`src/rtl/gpd_pkg.sv`:
```
// Package for the grouped priority dispatcher: sizes, register map and controller states.
// Used by every module under rtl; depends on nothing else.
package gpd_pkg;

  localparam int QueueDepthDef     = 16;
  localparam int MaxGroupsDef      = 4;
  localparam int MaxDevicesDef     = 4;
  localparam int PriorityLevelsDef = 4;

  localparam int FieldW = 5;

  localparam logic [1:0] RegQueueLimit = 2'd0;
  localparam logic [1:0] RegGroups     = 2'd1;
  localparam logic [1:0] RegDevices    = 2'd2;

  typedef enum logic [2:0] {
    StIdle,
    StCount,
    StScan,
    StPick,
    StShift,
    StDone
  } gpd_state_e;

  // Commands from the controller to the datapath.
  typedef struct packed {
    logic submit;
    logic dec_dev;
    logic scan_slot;
    logic take;
    logic shift_slot;
    logic next_dev;
    logic clr_scan;
    logic start_tick;
    logic finish;
  } gpd_cmd_t;

  // Status from the datapath to the controller.
  typedef struct packed {
    logic dev_last;
    logic slot_last;
    logic dev_free;
    logic found;
    logic shift_last;
    logic dev_done;
  } gpd_sts_t;

endpackage

```
`src/rtl/gpd_ctrl.sv`:
```
// Controller state machine of the dispatcher: sequences count-down, scan and removal.
// Depends on gpd_pkg.
module gpd_ctrl
  import gpd_pkg::*;
(
  input  logic     clk_i,
  input  logic     rst_ni,
  input  logic     in_valid_i,
  output logic     in_ready_o,
  input  logic     req_type_i,
  input  logic     out_valid_i,
  input  gpd_sts_t sts_i,
  output gpd_cmd_t cmd_o
);

  gpd_state_e state_q, state_d;

  always_ff @(posedge clk_i or negedge rst_ni) begin
    if (!rst_ni) begin
      state_q <= StIdle;
    end else begin
      state_q <= state_d;
    end
  end

  always_comb begin
    state_d    = state_q;
    cmd_o      = '0;
    in_ready_o = 1'b0;
    case (state_q)
      StIdle: begin
        // The output register holds the last result; a new item waits until it is free.
        in_ready_o = !out_valid_i;
        if (in_valid_i && !out_valid_i) begin
          if (req_type_i) begin
            cmd_o.start_tick = 1'b1;
            state_d = StCount;
          end else begin
            cmd_o.submit = 1'b1;
            state_d = StIdle;
          end
        end
      end
      StCount: begin
        cmd_o.dec_dev = 1'b1;
        if (sts_i.dev_last) begin
          cmd_o.clr_scan = 1'b1;
          state_d = StScan;
        end
      end
      StScan: begin
        if (sts_i.dev_done) begin
          state_d = StDone;
        end else if (!sts_i.dev_free) begin
          cmd_o.next_dev = 1'b1;
        end else begin
          cmd_o.scan_slot = 1'b1;
          if (sts_i.slot_last) begin
            state_d = StPick;
          end
        end
      end
      StPick: begin
        if (sts_i.found) begin
          cmd_o.take = 1'b1;
          state_d = StShift;
        end else begin
          cmd_o.next_dev = 1'b1;
          state_d = StScan;
        end
      end
      StShift: begin
        cmd_o.shift_slot = 1'b1;
        if (sts_i.shift_last) begin
          cmd_o.next_dev = 1'b1;
          state_d = StScan;
        end
      end
      StDone: begin
        cmd_o.finish = 1'b1;
        state_d = StIdle;
      end
      default: begin
        state_d = StIdle;
      end
    endcase
  end

endmodule

```
`src/rtl/gpd_datapath.sv`:
```
// Datapath of the dispatcher: slot queue, device counters, scan pointers and result register.
// Depends on gpd_pkg; driven by gpd_ctrl.
module gpd_datapath
  import gpd_pkg::*;
#(
  parameter int QueueDepth     = QueueDepthDef,
  parameter int MaxGroups      = MaxGroupsDef,
  parameter int MaxDevices     = MaxDevicesDef,
  parameter int PriorityLevels = PriorityLevelsDef
) (
  input  logic              clk_i,
  input  logic              rst_ni,
  input  gpd_cmd_t          cmd_i,
  output gpd_sts_t          sts_o,
  input  logic [1:0]        app_group_i,
  input  logic [1:0]        app_priority_i,
  input  logic [7:0]        app_work_time_i,
  input  logic [4:0]        queue_limit_i,
  input  logic [2:0]        groups_in_use_i,
  input  logic [2:0]        devices_per_group_i,
  output logic              out_valid_o,
  input  logic              out_ready_i,
  output logic              accepted_o,
  output logic [FieldW-1:0] queued_total_o,
  output logic [FieldW-1:0] busy_devices_o,
  output logic [FieldW-1:0] dispatched_o
);

  localparam int NumDevs = MaxGroups * MaxDevices;
  localparam int SlotW   = (QueueDepth > 1) ? $clog2(QueueDepth) : 1;
  localparam int CntW    = $clog2(QueueDepth + 1);
  localparam int DevW    = (NumDevs > 1) ? $clog2(NumDevs) : 1;
  localparam int DcW     = $clog2(NumDevs + 1);
  localparam int GrpW    = (MaxGroups > 1) ? $clog2(MaxGroups) : 1;
  localparam int SubW    = (MaxDevices > 1) ? $clog2(MaxDevices) : 1;
  localparam int PriW    = $clog2(PriorityLevels);

  logic [1:0]      slot_group_q    [QueueDepth];
  logic [PriW-1:0] slot_priority_q [QueueDepth];
  logic [7:0]      slot_work_q     [QueueDepth];
  logic [NumDevs-1:0] dev_busy_q;
  logic [7:0]      dev_rem_q [NumDevs];
  logic [CntW-1:0] wait_q;
  logic [DcW-1:0]  busy_cnt_q;
  logic [DcW-1:0]  disp_q;

  logic [DevW-1:0]  dev_ptr_q;
  logic [GrpW-1:0]  grp_q;
  logic [SubW-1:0]  sub_q;
  logic [CntW-1:0]  slot_ptr_q;
  logic [SlotW-1:0] best_q;
  logic             found_q;
  logic             last_wrap_q;

  logic              out_valid_q;
  logic              accepted_q;
  logic [FieldW-1:0] queued_q, busy_q, dispd_q;

  // Clamped configuration.
  logic [CntW:0] limit;
  logic [3:0]    ngroups, ndevs;
  always_comb begin
    if (32'(queue_limit_i) > QueueDepth) limit = (CntW+1)'(QueueDepth);
    else limit = (CntW+1)'(queue_limit_i);
    if (groups_in_use_i == 3'd0) ngroups = 4'd1;
    else if (4'(groups_in_use_i) > 4'(MaxGroups)) ngroups = 4'(MaxGroups);
    else ngroups = 4'(groups_in_use_i);
    if (devices_per_group_i == 3'd0) ndevs = 4'd1;
    else if (4'(devices_per_group_i) > 4'(MaxDevices)) ndevs = 4'(MaxDevices);
    else ndevs = 4'(devices_per_group_i);
  end

  logic [DevW-1:0]  cur_dev;
  logic [SlotW-1:0] sp;
  logic             slot_match, slot_better;
  logic [7:0]       rem_dec;
  logic             submit_ok;
  always_comb begin
    cur_dev     = DevW'(32'(grp_q) * MaxDevices + 32'(sub_q));
    sp          = slot_ptr_q[SlotW-1:0];
    slot_match  = (slot_ptr_q < wait_q) && (32'(slot_group_q[sp]) == 32'(grp_q));
    slot_better = !found_q || (slot_priority_q[sp] > slot_priority_q[best_q]);
    rem_dec     = (dev_rem_q[dev_ptr_q] != 8'd0) ? dev_rem_q[dev_ptr_q] - 8'd1 : 8'd0;
    submit_ok   = ((CntW+1)'(wait_q) < limit) && ({1'b0, app_group_i} < ngroups[2:0]);
    sts_o.dev_last   = (32'(dev_ptr_q) == NumDevs - 1);
    sts_o.slot_last  = (32'(slot_ptr_q) >= QueueDepth - 1) || (slot_ptr_q + 1'b1 >= wait_q);
    sts_o.dev_free   = !dev_busy_q[cur_dev];
    sts_o.found      = found_q;
    sts_o.shift_last = (CntW'(best_q) + 1'b1 >= wait_q - 1'b1) || (wait_q <= CntW'(1));
    sts_o.dev_done   = (4'(grp_q) >= ngroups) || last_wrap_q;
  end

  // Slot storage is payload and needs no reset.
  always_ff @(posedge clk_i) begin
    if (cmd_i.submit && submit_ok) begin
      slot_group_q[wait_q[SlotW-1:0]]    <= app_group_i;
      slot_priority_q[wait_q[SlotW-1:0]] <= PriW'(app_priority_i);
      slot_work_q[wait_q[SlotW-1:0]]     <=
          (app_work_time_i == 8'd0) ? 8'd1 : app_work_time_i;
    end
    if (cmd_i.shift_slot && (CntW'(best_q) + 1'b1 < wait_q)) begin
      slot_group_q[best_q]    <= slot_group_q[best_q + 1'b1];
      slot_priority_q[best_q] <= slot_priority_q[best_q + 1'b1];
      slot_work_q[best_q]     <= slot_work_q[best_q + 1'b1];
    end
  end

  always_ff @(posedge clk_i or negedge rst_ni) begin
    if (!rst_ni) begin
      dev_busy_q  <= '0;
      for (int i = 0; i < NumDevs; i++) dev_rem_q[i] <= 8'd0;
      wait_q      <= '0;
      busy_cnt_q  <= '0;
      disp_q      <= '0;
      dev_ptr_q   <= '0;
      grp_q       <= '0;
      sub_q       <= '0;
      slot_ptr_q  <= '0;
      best_q      <= '0;
      found_q     <= 1'b0;
      out_valid_q <= 1'b0;
      accepted_q  <= 1'b0;
      queued_q    <= '0;
      busy_q      <= '0;
      dispd_q     <= '0;
    end else begin
      if (out_valid_q && out_ready_i) out_valid_q <= 1'b0;
      if (cmd_i.submit) begin
        out_valid_q <= 1'b1;
        accepted_q  <= submit_ok;
        queued_q    <= FieldW'(wait_q + CntW'(submit_ok));
        busy_q      <= FieldW'(busy_cnt_q);
        dispd_q     <= '0;
        if (submit_ok) wait_q <= wait_q + 1'b1;
      end
      if (cmd_i.start_tick) begin
        dev_ptr_q <= '0;
        disp_q    <= '0;
      end
      if (cmd_i.dec_dev) begin
        if (dev_busy_q[dev_ptr_q]) begin
          dev_rem_q[dev_ptr_q] <= rem_dec;
          if (rem_dec == 8'd0) begin
            dev_busy_q[dev_ptr_q] <= 1'b0;
            busy_cnt_q <= busy_cnt_q - 1'b1;
          end
        end
        dev_ptr_q <= dev_ptr_q + 1'b1;
      end
      if (cmd_i.clr_scan) begin
        grp_q      <= '0;
        sub_q      <= '0;
        slot_ptr_q <= '0;
        found_q    <= 1'b0;
      end
      if (cmd_i.scan_slot) begin
        if (slot_match && slot_better) begin
          best_q  <= sp;
          found_q <= 1'b1;
        end
        slot_ptr_q <= slot_ptr_q + 1'b1;
      end
      if (cmd_i.take) begin
        dev_busy_q[cur_dev] <= 1'b1;
        dev_rem_q[cur_dev]  <= slot_work_q[best_q];
        busy_cnt_q <= busy_cnt_q + 1'b1;
        disp_q     <= disp_q + 1'b1;
      end
      if (cmd_i.shift_slot) begin
        if (sts_o.shift_last) begin
          wait_q <= wait_q - 1'b1;
        end else begin
          best_q <= best_q + 1'b1;
        end
      end
      if (cmd_i.next_dev) begin
        slot_ptr_q <= '0;
        found_q    <= 1'b0;
        if (4'(sub_q) + 4'd1 >= ndevs) begin
          sub_q <= '0;
          if (32'(grp_q) != MaxGroups - 1) grp_q <= grp_q + 1'b1;
        end else begin
          sub_q <= sub_q + 1'b1;
        end
      end
      if (cmd_i.finish) begin
        out_valid_q <= 1'b1;
        accepted_q  <= 1'b0;
        queued_q    <= FieldW'(wait_q);
        busy_q      <= FieldW'(busy_cnt_q);
        dispd_q     <= FieldW'(disp_q);
      end
    end
  end

  // When the last group saturates the pointer, this flag ends the scan.
  always_ff @(posedge clk_i or negedge rst_ni) begin
    if (!rst_ni) begin
      last_wrap_q <= 1'b0;
    end else if (cmd_i.clr_scan) begin
      last_wrap_q <= 1'b0;
    end else if (cmd_i.next_dev && (4'(sub_q) + 4'd1 >= ndevs)
                 && (32'(grp_q) == MaxGroups - 1)) begin
      last_wrap_q <= 1'b1;
    end
  end

  assign out_valid_o    = out_valid_q;
  assign accepted_o     = accepted_q;
  assign queued_total_o = queued_q;
  assign busy_devices_o = busy_q;
  assign dispatched_o   = dispd_q;

endmodule

```
`src/rtl/grouped_priority_dispatcher.sv`:
```
// Top level of the grouped priority dispatcher: APB registers, controller and datapath.
// Depends on gpd_pkg, gpd_ctrl and gpd_datapath.
//
//   Channel   Signals                                       Direction
//   input     in_valid_i / in_ready_o, req_type_i, app_*_i  in
//   result    out_valid_o / out_ready_i, accepted_o, ...    out
//   config    psel/penable/pwrite/paddr/pwdata/prdata       APB
//
// A submit posts its result the cycle after it is taken. A tick counts down every device,
// then visits each active device in turn: a busy one is skipped, and for a free one the
// waiting slots of its group are scanned, the highest-priority match is picked and, on a
// dispatch, the slots behind it are shifted down; the result is posted last. How long
// a tick runs is set by the sequential scan of the single slot queue.
// Reset clears the queue, all devices and the registers to 16, 4, 4.
// A new item is taken only while the result register is empty.
module grouped_priority_dispatcher
  import gpd_pkg::*;
#(
  parameter int QueueDepth     = QueueDepthDef,
  parameter int MaxGroups      = MaxGroupsDef,
  parameter int MaxDevices     = MaxDevicesDef,
  parameter int PriorityLevels = PriorityLevelsDef
) (
  input  logic              clk_i,
  input  logic              rst_ni,
  input  logic              in_valid_i,
  output logic              in_ready_o,
  input  logic              req_type_i,
  input  logic [1:0]        app_group_i,
  input  logic [1:0]        app_priority_i,
  input  logic [7:0]        app_work_time_i,
  output logic              out_valid_o,
  input  logic              out_ready_i,
  output logic              accepted_o,
  output logic [FieldW-1:0] queued_total_o,
  output logic [FieldW-1:0] busy_devices_o,
  output logic [FieldW-1:0] dispatched_o,
  input  logic              psel,
  input  logic              penable,
  input  logic              pwrite,
  input  logic [3:0]        paddr,
  input  logic [31:0]       pwdata,
  output logic [31:0]       prdata,
  output logic              pready
);

  logic [4:0] queue_limit_q;
  logic [2:0] groups_q, devs_q;
  logic [1:0] reg_idx;

  assign pready  = 1'b1;
  assign reg_idx = paddr[3:2];

  always_ff @(posedge clk_i or negedge rst_ni) begin
    if (!rst_ni) begin
      queue_limit_q <= 5'd16;
      groups_q      <= 3'd4;
      devs_q        <= 3'd4;
    end else if (psel && penable && pwrite && paddr[1:0] == 2'b00) begin
      case (reg_idx)
        RegQueueLimit: queue_limit_q <= pwdata[4:0];
        RegGroups:     groups_q      <= pwdata[2:0];
        RegDevices:    devs_q        <= pwdata[2:0];
        default: ;
      endcase
    end
  end

  always_comb begin
    case (reg_idx)
      RegQueueLimit: prdata = {27'd0, queue_limit_q};
      RegGroups:     prdata = {29'd0, groups_q};
      RegDevices:    prdata = {29'd0, devs_q};
      default:       prdata = 32'd0;
    endcase
  end

  gpd_cmd_t cmd;
  gpd_sts_t sts;

  gpd_ctrl u_ctrl (
    .clk_i       (clk_i),
    .rst_ni      (rst_ni),
    .in_valid_i  (in_valid_i),
    .in_ready_o  (in_ready_o),
    .req_type_i  (req_type_i),
    .out_valid_i (out_valid_o),
    .sts_i       (sts),
    .cmd_o       (cmd)
  );

  gpd_datapath #(
    .QueueDepth     (QueueDepth),
    .MaxGroups      (MaxGroups),
    .MaxDevices     (MaxDevices),
    .PriorityLevels (PriorityLevels)
  ) u_dp (
    .clk_i               (clk_i),
    .rst_ni              (rst_ni),
    .cmd_i               (cmd),
    .sts_o               (sts),
    .app_group_i         (app_group_i),
    .app_priority_i      (app_priority_i),
    .app_work_time_i     (app_work_time_i),
    .queue_limit_i       (queue_limit_q),
    .groups_in_use_i     (groups_q),
    .devices_per_group_i (devs_q),
    .out_valid_o         (out_valid_o),
    .out_ready_i         (out_ready_i),
    .accepted_o          (accepted_o),
    .queued_total_o      (queued_total_o),
    .busy_devices_o      (busy_devices_o),
    .dispatched_o        (dispatched_o)
  );

endmodule

```
`config.mk`:
```
export PLATFORM = sky130hd
export DESIGN_NAME = grouped_priority_dispatcher
export DESIGN_NICKNAME = d
export VERILOG_FILES = /design/src/rtl/gpd_pkg.sv /design/src/rtl/gpd_ctrl.sv /design/src/rtl/gpd_datapath.sv /design/src/rtl/grouped_priority_dispatcher.sv
export SDC_FILE = /design/constraint.sdc
export NUM_CORES = 1
export LEC_CHECK = 0
export ABC_CLOCK_PERIOD_IN_PS = 4500
export BUFFER_PORTS_ARGS = -buffer_cell sky130_fd_sc_hd__buf_2
export CAP_MARGIN = 20
export CORE_UTILIZATION = 40
export DETAILED_ROUTE_END_ITERATION = 8
export SLEW_MARGIN = 10
export SYNTH_ARGS = -nofsm -noshare
export SYNTH_HDL_FRONTEND = slang
export SYNTH_SLANG_ARGS = --single-unit
export TNS_END_PERCENT = 50
```
`constraint.sdc`:
```
create_clock -name clk_i -period 4.5 [get_ports clk_i]
set_input_delay 0.9 -clock clk_i [delete_from_list [all_inputs] [get_ports clk_i]]
set_output_delay 0.9 -clock clk_i [all_outputs]
set_load 0.05 [all_outputs]
```
**Yosys cells after proc, flatten, opt, wreduce, memory -nomap -nowiden**

Memories as Yosys holds them, arrays and structs flattened.
Index checks and enable logic that the tools add are counted.

- $add $sub $neg: 15
- Magnitude comparators: 22
- Equal/unequal tests: 16
- Muxes and demuxes: 119
- Bitwise logic cells: 5
- Reductions and logical operators: 48

Operator list:

| kind | count |
|---|---|
| 2-to-1 mux 128 bit | 3 |
| bitwise mux 128 bit | 2 |
| 2-to-1 mux 5 bit | 20 |
| demux 8 bit (select 4 bit) | 2 |
| 2-to-1 mux 16 bit | 4 |
| 2-to-1 mux 8 bit | 7 |
| 2-to-1 mux 1 bit | 44 |
| 2-to-1 mux 4 bit | 11 |
| binary-select mux 8 bit (select 4 bit) | 1 |
| 2-to-1 mux 3 bit | 9 |
| adder 5 x 1 -> 5 bit, second input constant | 4 |
| 2-to-1 mux 2 bit | 9 |
| AND 16 bit | 1 |
| logical AND 1 bit | 16 |
| zero test 8 bit | 2 |
| inverter 16 bit | 1 |
| OR 16 bit | 1 |
| nonzero test 2 bit | 8 |
| < comparator 5 bit | 3 |
| one-hot mux 3 bit (5 select lines) | 1 |
| one-hot mux 5 bit (3 select lines) | 1 |
| >= comparator 5 bit | 2 |
| >= comparator 5 bit, second input constant | 2 |
| < comparator 4 x 5 -> 1 bit, second input constant | 2 |
| other kinds (43) | 69 |

- Bits in registers: 209
- Memory bits (writable): 192
- Bits of input ports: 56
- Output and inout bits: 51
- Word-level logic and storage cells: 264
- Memories: 3

Memory list:

| memory | depth | bits a word | rd ports | clocked after memory_dff | write ports | line | source |
|---|---|---|---|---|---|---|---|
| u_dp.slot_work_q | 16 | 8 | 2 | 0 | 1 | gpd_datapath.sv:40 | `logic [7:0] slot_work_q [QueueDepth];` |
| u_dp.slot_group_q | 16 | 2 | 2 | 0 | 1 | gpd_datapath.sv:38 | `logic [1:0] slot_group_q [QueueDepth];` |
| u_dp.slot_priority_q | 16 | 2 | 3 | 0 | 1 | gpd_datapath.sv:39 | `logic [PriW-1:0] slot_priority_q [QueueDepth];` |

**Longest topological paths before layout**

Gate-level depths: netlist of run 1.

- Word-level depth: 12
- Mapped depth: 18
- Mapped depth without buffers: 13

**Cells and area by module**

A second synthesis of run 1 with hierarchy kept.

- Cells, all modules: 1932
- Area, all modules: 24322.1 µm²

Modules (own cells, without submodules):

| module | instances | cells each | area an instance (µm²) | seq. area each (µm²) |
|---|---|---|---|---|
| gpd_datapath | 1 | 1823 | 23244.8 | 10645.2 |
| grouped_priority_dispatcher | 1 | 71 | 753.2 | 279.0 |
| gpd_ctrl | 1 | 38 | 324.1 | 75.1 |

**Least setup slack after synthesis of run 1**

Ideal clock, no wire load.

- Path kind: register -> register
- Start point: register u_dp.best_q[0]
- End point: memory u_dp.slot_group_q[5][0] (enable)
- Setup time: 0.355 ns
- Arrival time: 3.940 ns
- Required time: 4.145 ns
- Slack: 0.205 ns
- Stages on the path, launching flop included: 15
- Cell sequence: dfrtp_1 -> buf_2 -> buf_2 -> clkbuf_1 -> nand3_1 -> xor2_1 -> clkbuf_1 -> inv_1 -> ha_1 -> o21a_1 -> o21ai_0 -> nand2_1 -> clkbuf_1 -> o31ai_1 -> and2_1

- Word-level cells in the longest chain between the ends: 7
- Elaborated cells between the ends (all ways): 8
- Those cells by class: 1 x add/sub; 1 x order compare; 4 x mux; 2 x reduce/logical

RTL lines:

| what | line | source |
|---|---|---|
| from (decl) | gpd_datapath.sv:51 | `logic [SlotW-1:0] best_q;` |
| from (signal assigned) | gpd_datapath.sv:158 | `best_q <= sp;` |
| from (signal assigned) | gpd_datapath.sv:173 | `best_q <= best_q + 1'b1;` |
| adder 4 x 1 -> 5 bit | gpd_datapath.sv:101 | `if (cmd_i.shift_slot && (CntW'(best_q) + 1'b1 < wait_q)) begin` |
| < comparator 5 bit | gpd_datapath.sv:101 |  |
| logical AND 1 bit | gpd_datapath.sv:101 |  |
| 2-to-1 mux 1 bit | gpd_datapath.sv:101 |  |
| 2-to-1 mux 1 bit (implied by the code) | gpd_datapath.sv:102 | `slot_group_q[best_q] <= slot_group_q[best_q + 1'b1];` |
| OR reduction 2 bit (no line) | - |  |
| 2-to-1 mux 4 bit (no line) or 2-to-1 mux 1 bit (tied branches) | - |  |
| to (decl) | gpd_datapath.sv:38 |  |

Parallel ways exist; a longest one is shown, timed or not.

**Worst setup path in the final report of run 1**

- Start point: register u_dp.slot_ptr_q[0]
- End point: register u_dp.best_q[0]

- Word-level cells in the longest chain between the ends: 8
- Elaborated cells between the ends (all ways): 12
- Those cells by class: 2 x order compare; 1 x eq/ne; 4 x mux; 3 x reduce/logical; 2 x memory

RTL lines:

| what | line | source |
|---|---|---|
| from (decl) | gpd_datapath.sv:50 | `logic [CntW-1:0] slot_ptr_q;` |
| from (signal assigned) | gpd_datapath.sv:161 | `slot_ptr_q <= slot_ptr_q + 1'b1;` |
| memory read (16 x 2 bit) (on tied branches) | - |  |
| greater-than comparator 2 bit or == test 2 bit (tied branches) | gpd_datapath.sv:82, gpd_datapath.sv:81 |  |
| logical OR 1 bit or logical AND 1 bit (tied branches) | gpd_datapath.sv:82, gpd_datapath.sv:81 |  |
| logical AND 1 bit | gpd_datapath.sv:157 | `if (slot_match && slot_better) begin` |
| 2-to-1 mux 4 bit (*) | gpd_datapath.sv:157 |  |
| 2-to-1 mux 4 bit (*) | gpd_datapath.sv:156 | `if (cmd_i.scan_slot) begin` |
| 2-to-1 mux 4 bit | gpd_datapath.sv:170 | `if (sts_o.shift_last) begin` |
| 2-to-1 mux 4 bit (*) | gpd_datapath.sv:169 | `if (cmd_i.shift_slot) begin` |

Every way passes the cells marked *; elsewhere a longest branch is shown, timed or not.
A chain may end at the register's enable or synchronous reset.

==> metrics list, run 1 <==
- The initial antenna violation count was 0.
* Count of routing violations after the opening detailed-route iteration: 1574
- Path type of the worst setup path: flip-flop to flip-flop
- The share of total power dissipated in sequential elements is 29.5%.
* Delay of the slowest cell on the worst path: 0.88 ns
- Setup repair after global routing missed its margin: no
* Die X-Extent: 238 um
- Endpoint of the worst setup timing path: u_dp.best_q[0]$_DFF_PN0_
* CP Cell Sequence: mux4_2 > mux4_2 > ha_1 > nor2b_1 > o21ai_0 > a221oi_1 > nand4_1 > o311ai_0
* Routability congestion estimate: 0.925
- Setup violations remaining at the end of the flow were counted as 0.
- Launch point of the worst reg-to-reg path: u_dp.slot_ptr_q[0]$_DFFE_PN0P_
- The analysis attributes to net switching a power of 7.26 mW.
- Final setup TNS: 0 ns
* Clock transition at the registers of the reported paths: 0.07 ns
* Hold-fix buffer count after cts: 0
- After filler insertion, the fill cell instance count of the layout stands at 4944.
* Post-route fraction of the period consumed by the critical path: 87.0%
- Power density over the cells: 697 nW/um^2
- Cell repeated most along the worst path: sky130_fd_sc_hd__mux4_2
- TritonCTS created 46 clock buffers.
* Most used cells in the layout excluding fill and tap cells: sky130_fd_sc_hd__nand2_1 (219), sky130_fd_sc_hd__dfrtp_1 (202), sky130_fd_sc_hd__edfxtp_1 (192)
- Required time of the worst setup path: 4.95 ns
- EDFF count, synth: 192
- Max-slew violations: 0
- Internal power comes to 10.1 mW.
- The tree is rooted in a sky130_fd_sc_hd__clkbuf_16.
* Clock skew: 0.0258 ns
- The final layout contains 1964 nets.
- Net switching is 41.9% of the power.
- In this run the tool buffered the top-level ports with 51 buffer cells.
- Starting Density: 40.5%
* Number of hold-slack violations in the final timing report: 0
- Leading cell type in the layout, fill and taps excluded: sky130_fd_sc_hd__nand2_1
- The min-delay analysis places its worst path in the category input pin to asynchronous set/reset pin.
- Latest clock arrival within the worst-skew pair: 0.59 ns
- Tracing the worst setup path back leads to its startpoint at u_dp.slot_ptr_q[0]$_DFFE_PN0P_.
- Along the worst path, the maximum fanout reaches 12.
- For this run, the number of Yosys warnings is 0.
- Post-cts resize count: 0
* Placement row count: 86
- The first global-routing pass estimated 93.7 mm of wire.
* Minimum clock period after layout: 3.92 ns
* TritonRoute pass-1 iters: 6
- Area of the core region: 55000 um^2
* Reg-to-Reg End: u_dp.best_q[0]$_DFF_PN0_
- Global-route usage over all layers: 21.9%
- Once the clock tree was built, the setup fixing pass inserted 0 buffers.
- The analysis attributes to cell leakage a power of 9.75 nW.
- Vertical extent of the die: 238 um
* Fraction of final layout cells with drive strength greater than 1: 22.7%
* Synthesized area: 22300 um^2
- Across all hold checks on the routed design, the worst slack comes to 0.380 ns.
- The H-tree generated during clock tree synthesis spans 2 levels.
- In the final routed layout, each cell accounts on average for 23.1 um.
- Area occupied by multi-input gates: 10300 um^2
* Largest net degree at the start of global routing: 121
* Die ar.: 56600 um^2
- Type of destination of the critical path: flip-flop
- The wire-length estimate of the detail-placed layout is 41.2 mm.
* Master of the slowest instance on the critical path: sky130_fd_sc_hd__dfrtp_1
* Slew HR: 32.5%
* Synth unique cells: 69
* Vias in the first global route: 15500
- Crit path DAT: 4.37 ns
* Seq. cell area: 11000 um^2
* Total cell area at the placement stage: 23300 um^2
- Derived from the worst setup path, the maximum achievable clock frequency is 255 MHz.
- Area growth from synthesis to layout: 11.7%
- Register-to-register setup slack: 0.58 ns
- Across the run, the number of max-cap violations was 0.
- In the synthesized netlist the dominant register cell turns out to be sky130_fd_sc_hd__dfrtp_1.
- Combinational cells account for 49.2% of the total power.
* Length in cells of the worst reg-to-reg path: 8
- Detailed-route vias per instance: 5.85
- STA classifies the critical path startpoint as a flip-flop.
* Actual slew at the worst max-slew pin: 1.01 ns
- 0 antenna diodes ended up in the layout.
- Total via count in the routed design: 15400
- After detailed routing, the total wire length is 61.0 mm.
* TritonCTS Sinks: 401
- Peak supply drop: 0.000445 V
- Counting flops and latches in the post-synthesis netlist gives 401.
* Sequential share of the synthesized area: 49.4%
* Share of synthesized flip-flops with an asynchronous set or reset: 52.1%
- Synth Instances: 1821
* Final global-route overflow total: 0
- No sink is reached through more buffers than the 3 on the longest clock path.
- Remaining antenna violation count: 0
- The flow ran to the end, and the final reports show no timing, DRC or antenna violations.
* Post-layout instance area: 24900 um^2
- Post-Synthesis Mean Instance Area: 12.2 um^2
- Of the total power, the clock network draws 21.3%.
* Clock tree from TritonCTS: built
- Drt drc: 0
* Top Ports: 107
cell families after synthesis:
logic type / count (synthesis) / share of synthesized area, %
AND/OR/NAND/NOR: 541 / 11.7
multiplexers: 239 / 20.5
flip-flops: 401 / 49.4
AO/OA/AOI/OAI: 347 / 9.60
adder cells (fa/ha/maj): 59 / 3.35
buffers and inverters: 212 / 4.64
other: 2 / 0.0337
XOR/XNOR: 20 / 0.787
sequential cells by signal, indices dropped and copies added (netlist names), 16 cells and up:
signal                flops
u_dp.dev_rem_q          128
u_dp.slot_work_q        128
u_dp.slot_group_q        32
u_dp.slot_priority_q     32
u_dp.dev_busy_q          16
how the worst min path moves through the flow:
stage,startpoint,end,slack (ns),depth (start not counted)
after floorplan,u_dp.busy_cnt_q[4]$_DFFE_PN0P_,u_dp.busy_cnt_q[4]$_DFFE_PN0P_,0.44,1
after detailed placement,u_dp.dev_busy_q[14]$_DFF_PN0_,u_dp.dev_busy_q[14]$_DFF_PN0_,0.48,1
final,rst_ni,u_dp.dev_rem_q[17]$_DFF_PN0_,0.38,1
after global routing,rst_ni,u_dp.dev_rem_q[17]$_DFF_PN0_,0.47,1
after global placement,u_dp.dev_busy_q[10]$_DFF_PN0_,u_dp.dev_busy_q[10]$_DFF_PN0_,0.48,1
after CTS,rst_ni,u_dp.dev_rem_q[17]$_DFF_PN0_,0.45,1
layer usage:
metal / GRT usage (%) / wire, um
met2: 36.7 / 30000
met5: 0 / 0
met4: 8.48 / 2010
met1: 28.9 / 25300
met3: 2.89 / 3660
area by class of cell:
| cell class | count | area share (%) |
|---|---|---|
| sequential | 401 | 44.3 |
| timing repair buffer | 127 | 3.75 |
| tap | 748 | 3.77 |
| inverter | 39 | 0.589 |
| clock buffer | 60 | 5.04 |
| multi-input combinational | 1234 | 41.6 |
| clock inverter | 26 | 0.916 |
critical path, delay by kind of cell (launching register included):
| kind | cells | cell delay, ns |
|---|---|---|
| compound gates | 3 | 1.00 |
| fa+ha+maj | 1 | 0.30 |
| flops | 1 | 0.88 |
| mux | 2 | 1.09 |
| simple gates | 2 | 0.49 |
synthesized netlist by cell type (36+ instances only):
| master | instances | share of area, % |
|---|---|---|
| sky130_fd_sc_hd__a21oi_1 | 78 | 1.8 |
| sky130_fd_sc_hd__a31oi_1 | 48 | 1.3 |
| sky130_fd_sc_hd__and3_1 | 36 | 1.0 |
| sky130_fd_sc_hd__clkbuf_1 | 85 | 1.4 |
| sky130_fd_sc_hd__dfrtp_1 | 206 | 23 |
| sky130_fd_sc_hd__edfxtp_1 | 192 | 26 |
| sky130_fd_sc_hd__ha_1 | 58 | 3.3 |
| sky130_fd_sc_hd__inv_1 | 38 | 0.64 |
| sky130_fd_sc_hd__mux2i_1 | 38 | 1.7 |
| sky130_fd_sc_hd__mux4_2 | 170 | 17 |
| sky130_fd_sc_hd__nand2_1 | 219 | 3.7 |
| sky130_fd_sc_hd__nand3_1 | 50 | 1.1 |
| sky130_fd_sc_hd__nor2_1 | 91 | 1.5 |
| sky130_fd_sc_hd__o21ai_0 | 107 | 2.4 |
metrics by stage:
stage	std cells	util (%)	worst slack, ns	power [mW]
after floorplan	1847	-	0.205	11.1
after global placement	2548	42.5	0.601	13.5
after detailed placement	2548	42.5	0.581	13.6
after CTS	2634	45.1	0.532	17.3
after global routing	2635	45.2	0.191	18.2
final	2635	45.2	0.584	17.3
power by group through the flow:
stage,registers (mW),clock network (mW),logic [mW]
after global routing,5.18,3.90,9.14
after floorplan,5.06,0,6.03
after CTS,5.11,3.76,8.45
after detailed placement,5.17,0,8.43
final,5.11,3.70,8.51
after global placement,5.15,0,8.32
Note: power is estimated with default switching activity, not from simulation.
==> run 2, diff against run 1 <==
==> constraint.sdc (replaced) <==
create_clock -name clk_i -period 4.5 [get_ports clk_i]
set_input_delay 0.225 -clock clk_i [delete_from_list [all_inputs] [get_ports clk_i]]
set_output_delay 0.225 -clock clk_i [all_outputs]
set_load 0.05 [all_outputs]
==> metrics list, run 2 (synthesis gave the netlist of run 1 again) <==
- The flow ran to the end, and the final reports show no timing, DRC or antenna violations.
- Most used cells in the layout excluding fill and tap cells: sky130_fd_sc_hd__nand2_1 (219), sky130_fd_sc_hd__dfrtp_1 (202), sky130_fd_sc_hd__edfxtp_1 (192)
- Peak supply drop: 0.000625 V (+41%)
* Portion of total power attributed to the clock network: 21.8% (+0.5 points)
- Internal power: 10.3 mW (+2.3%)
- The leakage component of the power came to 9.79 nW (+0.47%).
- Clk root buf: sky130_fd_sc_hd__clkbuf_16
- Net switching power: 7.31 mW (+0.72%)
- Register-to-register setup slack: 0.59 ns (about the same)
* Slew HR: 41.7% (+9.2 points)
- The number of nets still failing antenna checks after routing came to 0 (unchanged).
- Largest net degree at the start of global routing: 107 (-12%)
* Post-cts resize count: 0 (unchanged)
- DP Wirelength: 41.8 mm (+1.6%)
* Actual slew at the worst max-slew pin: 0.875 ns (-0.137 ns)
- Number of hold-slack violations in the final timing report: 0 (unchanged)
* Reg-to-Reg End: u_dp.busy_cnt_q[2]$_DFFE_PN0P_
* Area growth from synthesis to layout: 12.3%
* Clock skew: 0.0276 ns (+0.00186 ns)
- The combinational share of power came to 49.1% (about the same).
* Sequential group share of total power: 29.1% (-0.4 points)
- Final Net Count: 1970 (+0.31%)
- The overall track demand over capacity in global routing is 22.3% (+0.36 points).
* Power density over the cells: 704 nW/um^2 (+1.1%)
* TritonRoute pass-1 iters: 5 (-1)
- Final routed wire length divided by cell count: 23.5 um (+1.6%)
* Minimum clock period after layout: 3.91 ns (-0.00221 ns)
- Setup repair after global routing missed its margin: no
* Largest regs: u_dp.dev_rem_q: 128 flops, u_dp.slot_work_q: 128 flops
* Slack of the critical path: 0.586 ns (+0.00221 ns)
- The smallest hold slack is 0.0885 ns (-0.291 ns).
- The floorplan die area is 56600 um^2 (unchanged).
* Starting Density: 40.5% (unchanged)
* TritonCTS Sinks: 401 (unchanged)
* Hold path startpoint: req_type_i
- Clock tree buffer depth: 3 (unchanged)
- The number of remaining DRC errors was 0 (unchanged).
* Critical path startpoint category: flip-flop
- STA classifies the critical path endpoint as a flip-flop.
* Launch point of the worst reg-to-reg path: u_dp.dev_ptr_q[0]$_DFFE_PN0P_
* Endpoint of the worst setup timing path: u_dp.busy_cnt_q[2]$_DFFE_PN0P_
- Number of buffers inserted during clock tree synthesis: 47 (+2.2%)
- Path type of the worst setup path: flip-flop to flip-flop
- The height of the chip came to 238 um (unchanged).
- TritonCTS built the clock tree.
- The final setup violation count was 0 (unchanged).
* Vias in the first global route: 15700 (+1.2%)
- Total via count in the routed design: 15500 (+0.79%)
- The later-pin clock latency in the skew report was 0.59 ns (about the same).
* Final setup TNS: 0 ns (unchanged)
- Clock transition at the registers of the reported paths: 0.06 ns (about the same)
- The utilization after layout came to 45.4% (+0.25 points).
* Max-cap violations: 0 (unchanged)
- The count of cells along the worst register-to-register path was 13 (+5).
- Top Ports: 107 (unchanged)
- The detail-routed via count per cell came to 5.88 (+0.56%).
* Count of routing violations after the opening detailed-route iteration: 1482 (-5.8%)
- The level count of the clock H-tree was 2 (unchanged).
* Post-route fraction of the period consumed by the critical path: 87.0% (about the same)
- Critical path origin: u_dp.dev_ptr_q[0]$_DFFE_PN0P_
* Number of buffer cells added on primary ports: 51 (unchanged)
- The data required time of the critical path was 4.95 ns (about the same).
- Antenna diodes: 0 (unchanged)
* Placement row count: 86 (unchanged)
* Crit path DAT: 4.37 ns (about the same)
- Switching portion of total power: 41.5% (-0.38 points)
- Antenna violations before repair: 0 (unchanged)
- The layout cell share with drive strength beyond 1 is 22.5% (-0.28 points).
- The horizontal die dimension is 238 um (unchanged).
- The path class of the tightest hold or removal check is input pin to flip-flop.
- The weighted congestion at the end of routability-driven global placement came to 0.942 (+1.9%).
* Area of the core region: 55000 um^2 (unchanged)
- The global-route wire length before repair came to 94.7 mm (+1.1%).
- Leaving out fill and tap cells, the most frequent cell in the layout is sky130_fd_sc_hd__nand2_1.
- The top fanout value on the critical path came to 17 (+5).
* Max Freq: 255 MHz (about the same)
- The number of pins with negative max-slew slack in the final report was 0 (unchanged).
- The sum of overflow across all layers after global routing is 0 (unchanged).
- The final routed wirelength across all metal layers was 62.1 mm (+1.8%).
- The placement-stage worst setup slack came to 0.581 ns (+0.000471 ns).
[run 2: cell count changes in the layout (fill, tap and decap cells not counted)]
cell	change
sky130_fd_sc_hd__clkinv_2	-3
sky130_fd_sc_hd__inv_8	-1
sky130_fd_sc_hd__clkbuf_16	+2
sky130_fd_sc_hd__bufinv_16	+1
sky130_fd_sc_hd__buf_4	-4
sky130_fd_sc_hd__dlygate4sd3_1	+7
sky130_fd_sc_hd__clkbuf_1	+7
sky130_fd_sc_hd__clkinv_1	-4
sky130_fd_sc_hd__buf_12	+2
sky130_fd_sc_hd__inv_6	-1
[run 2: worst max-delay path, cell delays in order, from the launching register on]
cell and delay, ns:
sky130_fd_sc_hd__dfrtp_2 0.54, sky130_fd_sc_hd__buf_4 0.35, sky130_fd_sc_hd__mux4_2 0.57, sky130_fd_sc_hd__nand2_1 0.10
sky130_fd_sc_hd__nand4_1 0.21, sky130_fd_sc_hd__inv_1 0.20, sky130_fd_sc_hd__ha_1 0.20, sky130_fd_sc_hd__inv_1 0.08
sky130_fd_sc_hd__nor4_4 0.34, sky130_fd_sc_hd__o311ai_0 0.15, sky130_fd_sc_hd__o21ai_0 0.14, sky130_fd_sc_hd__o211ai_1 0.19
sky130_fd_sc_hd__o21ai_2 0.33, sky130_fd_sc_hd__mux2_2 0.37
[run 2: worst min path at each step]
stage	depth (start not counted)	slack, ns	endpoint
after detailed placement	1	0.35	u_dp.dev_rem_q[37]$_DFF_PN0_
after floorplan	0	-0.07	devs_q[0]$_DFFE_PN0P_
after global routing	4	0.11	u_ctrl.state_q[0]$_DFFE_PN0P_
after CTS	4	0.06	u_ctrl.state_q[0]$_DFFE_PN0P_
after global placement	1	0.34	u_dp.dev_rem_q[37]$_DFF_PN0_
final	4	0.09	u_ctrl.state_q[0]$_DFFE_PN0P_
[run 2: metal layers]
metal  vias up  GRT usage [%]  routed length (um)  share of wire [%]
met3       135           3.37                3760                6.1
li1       6871              -                   -                  -
met1      7947           28.3               24900                 40
met4         0           10.1                2620                4.2
met2       588           37.6               30800                 50
met5         -              0                   0                  0
[run 2: timing repair]
action	CTS	global route
setup buffers	0	0
hold buffers	7	0
endpoints found under the hold margin	117	0
[run 2: layout make-up]
type,count,area [um^2]
Inverter,39,146
Clock inverter,18,208
Timing Repair Buffer,132,1010
Clock buffer,69,1330
Fill cell,4872,30000
Multi-Input combinational cell,1234,10300
Sequential cell,401,11000
Tap cell,748,936
[run 2: metrics by stage]
| step | cell area (um^2) | instances | power, mW |
|---|---|---|---|
| floorplan | 22400 | 1847 | 11.1 |
| global placement | 23300 | 2545 | 13.6 |
| detailed placement | 23300 | 2545 | 13.7 |
| CTS | 25000 | 2639 | 17.6 |
| global route | 25000 | 2641 | 18.5 |
| finish | 25000 | 2641 | 17.6 |
[run 2: power by group through the flow]
stage | logic [mW] | registers, mW | clock network, mW
after floorplan | 6.03 | 5.06 | 0
after global placement | 8.43 | 5.16 | 0
after detailed placement | 8.54 | 5.18 | 0
after CTS | 8.58 | 5.11 | 3.90
after global routing | 9.25 | 5.18 | 4.04
final | 8.64 | 5.12 | 3.84
==> run 3, diff against run 2 <==
--- a/config.mk
+++ b/config.mk
@@ -10,6 +10,7 @@
 export CAP_MARGIN = 20
 export CORE_UTILIZATION = 40
 export DETAILED_ROUTE_END_ITERATION = 8
+export PLACE_DENSITY = 0.66
 export SLEW_MARGIN = 10
 export SYNTH_ARGS = -nofsm -noshare
 export SYNTH_HDL_FRONTEND = slang
==> metrics list, run 3 (synthesis gave the netlist of run 1 again) <==
- Hold path startpoint: req_type_i
- The sequential cell fraction of total power was 30.3% (+1.2 points).
- The overall track demand over capacity in global routing came to 21.0% (-1.2 points).
- The startpoint identified for the worst register-to-register timing path is u_dp.dev_ptr_q[0]$_DFFE_PN0P_.
- Remaining antenna violation count: 0 (unchanged)
- Routability congestion estimate: 0.945 (+0.33%)
- The sum of overflow across all layers after global routing came to 0 (unchanged).
* Clock tree buffer depth: 3 (unchanged)
* Antenna violations before repair: 0 (unchanged)
- Critical path startpoint category: flip-flop
* Area growth from synthesis to layout: 10.7%
* Latest clock arrival within the worst-skew pair: 0.56 ns (-0.03 ns)
- The first-pass iteration count of the detailed router came to 7 (+2).
* Critical Path Fanout Max: 18 (+1)
- Vertical extent of the die: 238 um (unchanged)
- The number of hold-slack violations in the final timing report came to 0 (unchanged).
* Drt drc: 2 (+2)
- Switching portion of total power: 42.0% (+0.48 points)
- The placeable core area came to 55000 um^2 (unchanged).
- The slack of the worst reg-to-reg path came to 0.56 ns (-0.02 ns).
- TritonCTS Sinks: 401 (unchanged)
* Post-layout instance area: 24600 um^2 (-1.4%)
* Overall routed net length: 59.1 mm (-4.9%)
- The largest registers in the layout are u_dp.dev_rem_q: 128 flops, u_dp.slot_work_q: 128 flops.
- Final Net Count: 1954 (-0.81%)
- The effective utilization at floorplan came to 40.5% (unchanged).
- Clock tree synthesis selected as its root buffer the cell sky130_fd_sc_hd__clkbuf_16.
- Post-route fraction of the period consumed by the critical path: 87.5% (+0.48 points)
- H-tree level count: 2 (unchanged)
- The clock power share came to 20.9% (-0.9 points).
- The instance area after placement was 23200 um^2 (-0.69%).
- The cell depth of the worst hold path came to 4 (unchanged).
- The number of placement rows is 86 (unchanged).
* Total via count in the routed design: 15700 (+0.95%)
* Count of routing violations after the opening detailed-route iteration: 1891 (+28%)
* DP Wirelength: 39.2 mm (-6.3%)
* Post-cts resize count: 0 (unchanged)
- The switching power summed over all nets is 7.14 mW (-2.4%).
* Most used cells in the layout excluding fill and tap cells: sky130_fd_sc_hd__nand2_1 (219), sky130_fd_sc_hd__dfrtp_1 (202), sky130_fd_sc_hd__edfxtp_1 (192)
- Minimum clock period after layout: 3.94 ns (+0.0218 ns)
* Largest net degree at the start of global routing: 114 (+6.5%)
* Leading cell type in the layout, fill and taps excluded: sky130_fd_sc_hd__nand2_1
* Total instance count after detailed placement: 2536 (-0.35%)
* Final routed wire length divided by cell count: 22.5 um (-4.1%)
* Type of destination of the critical path: flip-flop
- Static leakage: 9.64 nW (-1.6%)
* Max Freq: 254 MHz (-0.55%)
- Internal power: 9.85 mW (-4.3%)
- The count of cells along the worst register-to-register path is 10 (-3).
- The final-layout setup total negative slack is 0 ns (unchanged).
- The maximum vdd ir drop came to 0.000649 V (+3.8%).
* Max-cap violations: 0 (unchanged)
* Detailed-route vias per instance: 5.99 (+1.8%)
* Clock transition at the registers of the reported paths: 0.06 ns (about the same)
- The setup path with the least slack is of type flip-flop to flip-flop.
- Actual slew at the worst max-slew pin: 0.973 ns (+0.0983 ns)
* Die ar.: 56600 um^2 (unchanged)
- Power density over the cells: 689 nW/um^2 (-2.1%)
* Hold Crit Class: input pin to flip-flop
* Slew HR: 35.1% (-6.6 points)
- The via count of the first global-routing pass was 15400 (-2.2%).
- The global-route wire length before repair is 91.8 mm (-3.1%).
- Clock skew: 0.0272 ns (-0.000459 ns)
- Setup repair after global routing left no endpoint under its margin.
* Max-slew violations: 0 (unchanged)
- The clock buffer count from CTS is 42 (-11%).
- The overall power consumption is 17.0 mW (-3.5%).
- Violated checks: design-rule violations
- The horizontal die dimension is 238 um (unchanged).
- Crit path DAT: 4.37 ns (about the same)
- Clock tree from TritonCTS: built
* Required time of the worst setup path: 4.93 ns (-0.02 ns)
- Number of buffer cells added on primary ports: 51 (unchanged)
* Final number of setup-violating endpoints: 0 (unchanged)
* Run status: complete, but fails checks
* Worst hold margin: 0.108 ns (+0.0199 ns)
- In this run the critical register-to-register path is captured at u_dp.busy_cnt_q[2]$_DFFE_PN0P_.
- Final non-filler cell total: 2620 (-0.80%)
* Worst hold endpoint: u_ctrl.state_q[0]$_DFFE_PN0P_
- The count of pins on the block boundary was 107 (unchanged).
- Fraction of final layout cells with drive strength greater than 1: 22.0% (-0.43 points)
* Combinational power share: 48.7% (-0.4 points)
-- run 3: changes by cell type in the layout (fill, tap and decap cells not counted), moves of 3 or more --
cell,delta
sky130_fd_sc_hd__buf_12,-7
sky130_fd_sc_hd__clkbuf_16,-5
sky130_fd_sc_hd__clkbuf_8,+3
sky130_fd_sc_hd__buf_4,-3
sky130_fd_sc_hd__clkbuf_1,-9
-- run 3: cell type report --
cell class | instances | area [um^2]
timing repair buffer | 121 | 820
multi-input combinational | 1234 | 10300
clock buffer | 57 | 1200
fill | 4907 | 30300
clock inverter | 19 | 190
antenna | 1 | 2.50
inverter | 39 | 146
sequential | 401 | 11000
tap | 748 | 936
-- run 3: worst max-delay path: stages (launching register included) --
cell,delay (ns)
sky130_fd_sc_hd__dfrtp_2,0.60
sky130_fd_sc_hd__buf_4,0.28
sky130_fd_sc_hd__buf_4,0.21
sky130_fd_sc_hd__mux4_2,0.54
sky130_fd_sc_hd__a22o_1,0.20
sky130_fd_sc_hd__nor2_1,0.41
sky130_fd_sc_hd__and2_1,0.24
sky130_fd_sc_hd__a31o_2,0.44
sky130_fd_sc_hd__o211ai_1,0.21
sky130_fd_sc_hd__o21ai_2,0.31
sky130_fd_sc_hd__mux2_2,0.38
-- run 3: worst max-delay path by stage --
| stage | slack, ns | start | end |
|---|---|---|---|
| 2_1_floorplan | 0.20 | u_dp.best_q[0]$_DFF_PN0_ | u_dp.slot_group_q[5][0]$_DFFE_PP_ |
| 3_3_place_gp | 0.69 | u_dp.best_q[0]$_DFF_PN0_ | u_dp.grp_q[0]$_DFF_PN0_ |
| 3_5_place_dp | 0.64 | u_dp.dev_ptr_q[0]$_DFFE_PN0P_ | u_dp.busy_cnt_q[2]$_DFFE_PN0P_ |
| 4_1_cts | 0.61 | u_dp.best_q[0]$_DFF_PN0_ | u_dp.grp_q[1]$_DFF_PN0_ |
| 5_1_grt | 0.36 | u_dp.dev_ptr_q[0]$_DFFE_PN0P_ | u_dp.busy_cnt_q[2]$_DFFE_PN0P_ |
| 6_report | 0.56 | u_dp.dev_ptr_q[0]$_DFFE_PN0P_ | u_dp.busy_cnt_q[2]$_DFFE_PN0P_ |
-- run 3: power groups by stage --
stage,registers (mW),logic (mW),clock network [mW]
floorplan,5.06,6.03,0
global placement,5.18,7.95,0
detailed placement,5.20,8.13,0
CTS,5.14,8.18,3.60
global route,5.22,8.87,3.74
finish,5.15,8.28,3.56
-- run 3: metrics by stage --
stage	setup WS, ns	util, %
3_3_place_gp	0.686	42.2
6_report	0.564	44.8
4_1_cts	0.609	44.8
3_5_place_dp	0.643	42.2
2_1_floorplan	0.205	-
5_1_grt	0.359	44.8
-- run 3: layer usage --
layer | track usage [%] | vias to the layer above | wire, um
li1 | - | 6843 | -
met1 | 28.6 | 8051 | 24600
met2 | 34.5 | 687 | 28500
met3 | 3.70 | 108 | 4500
met4 | 6.30 | 0 | 1470
met5 | 0 | - | 0
-- run 3: what timing repair did --
action / in CTS / in global routing
hold endpoints to repair: 120 / 0
buffers inserted: 0 / 0
hold buffers: 7 / 0
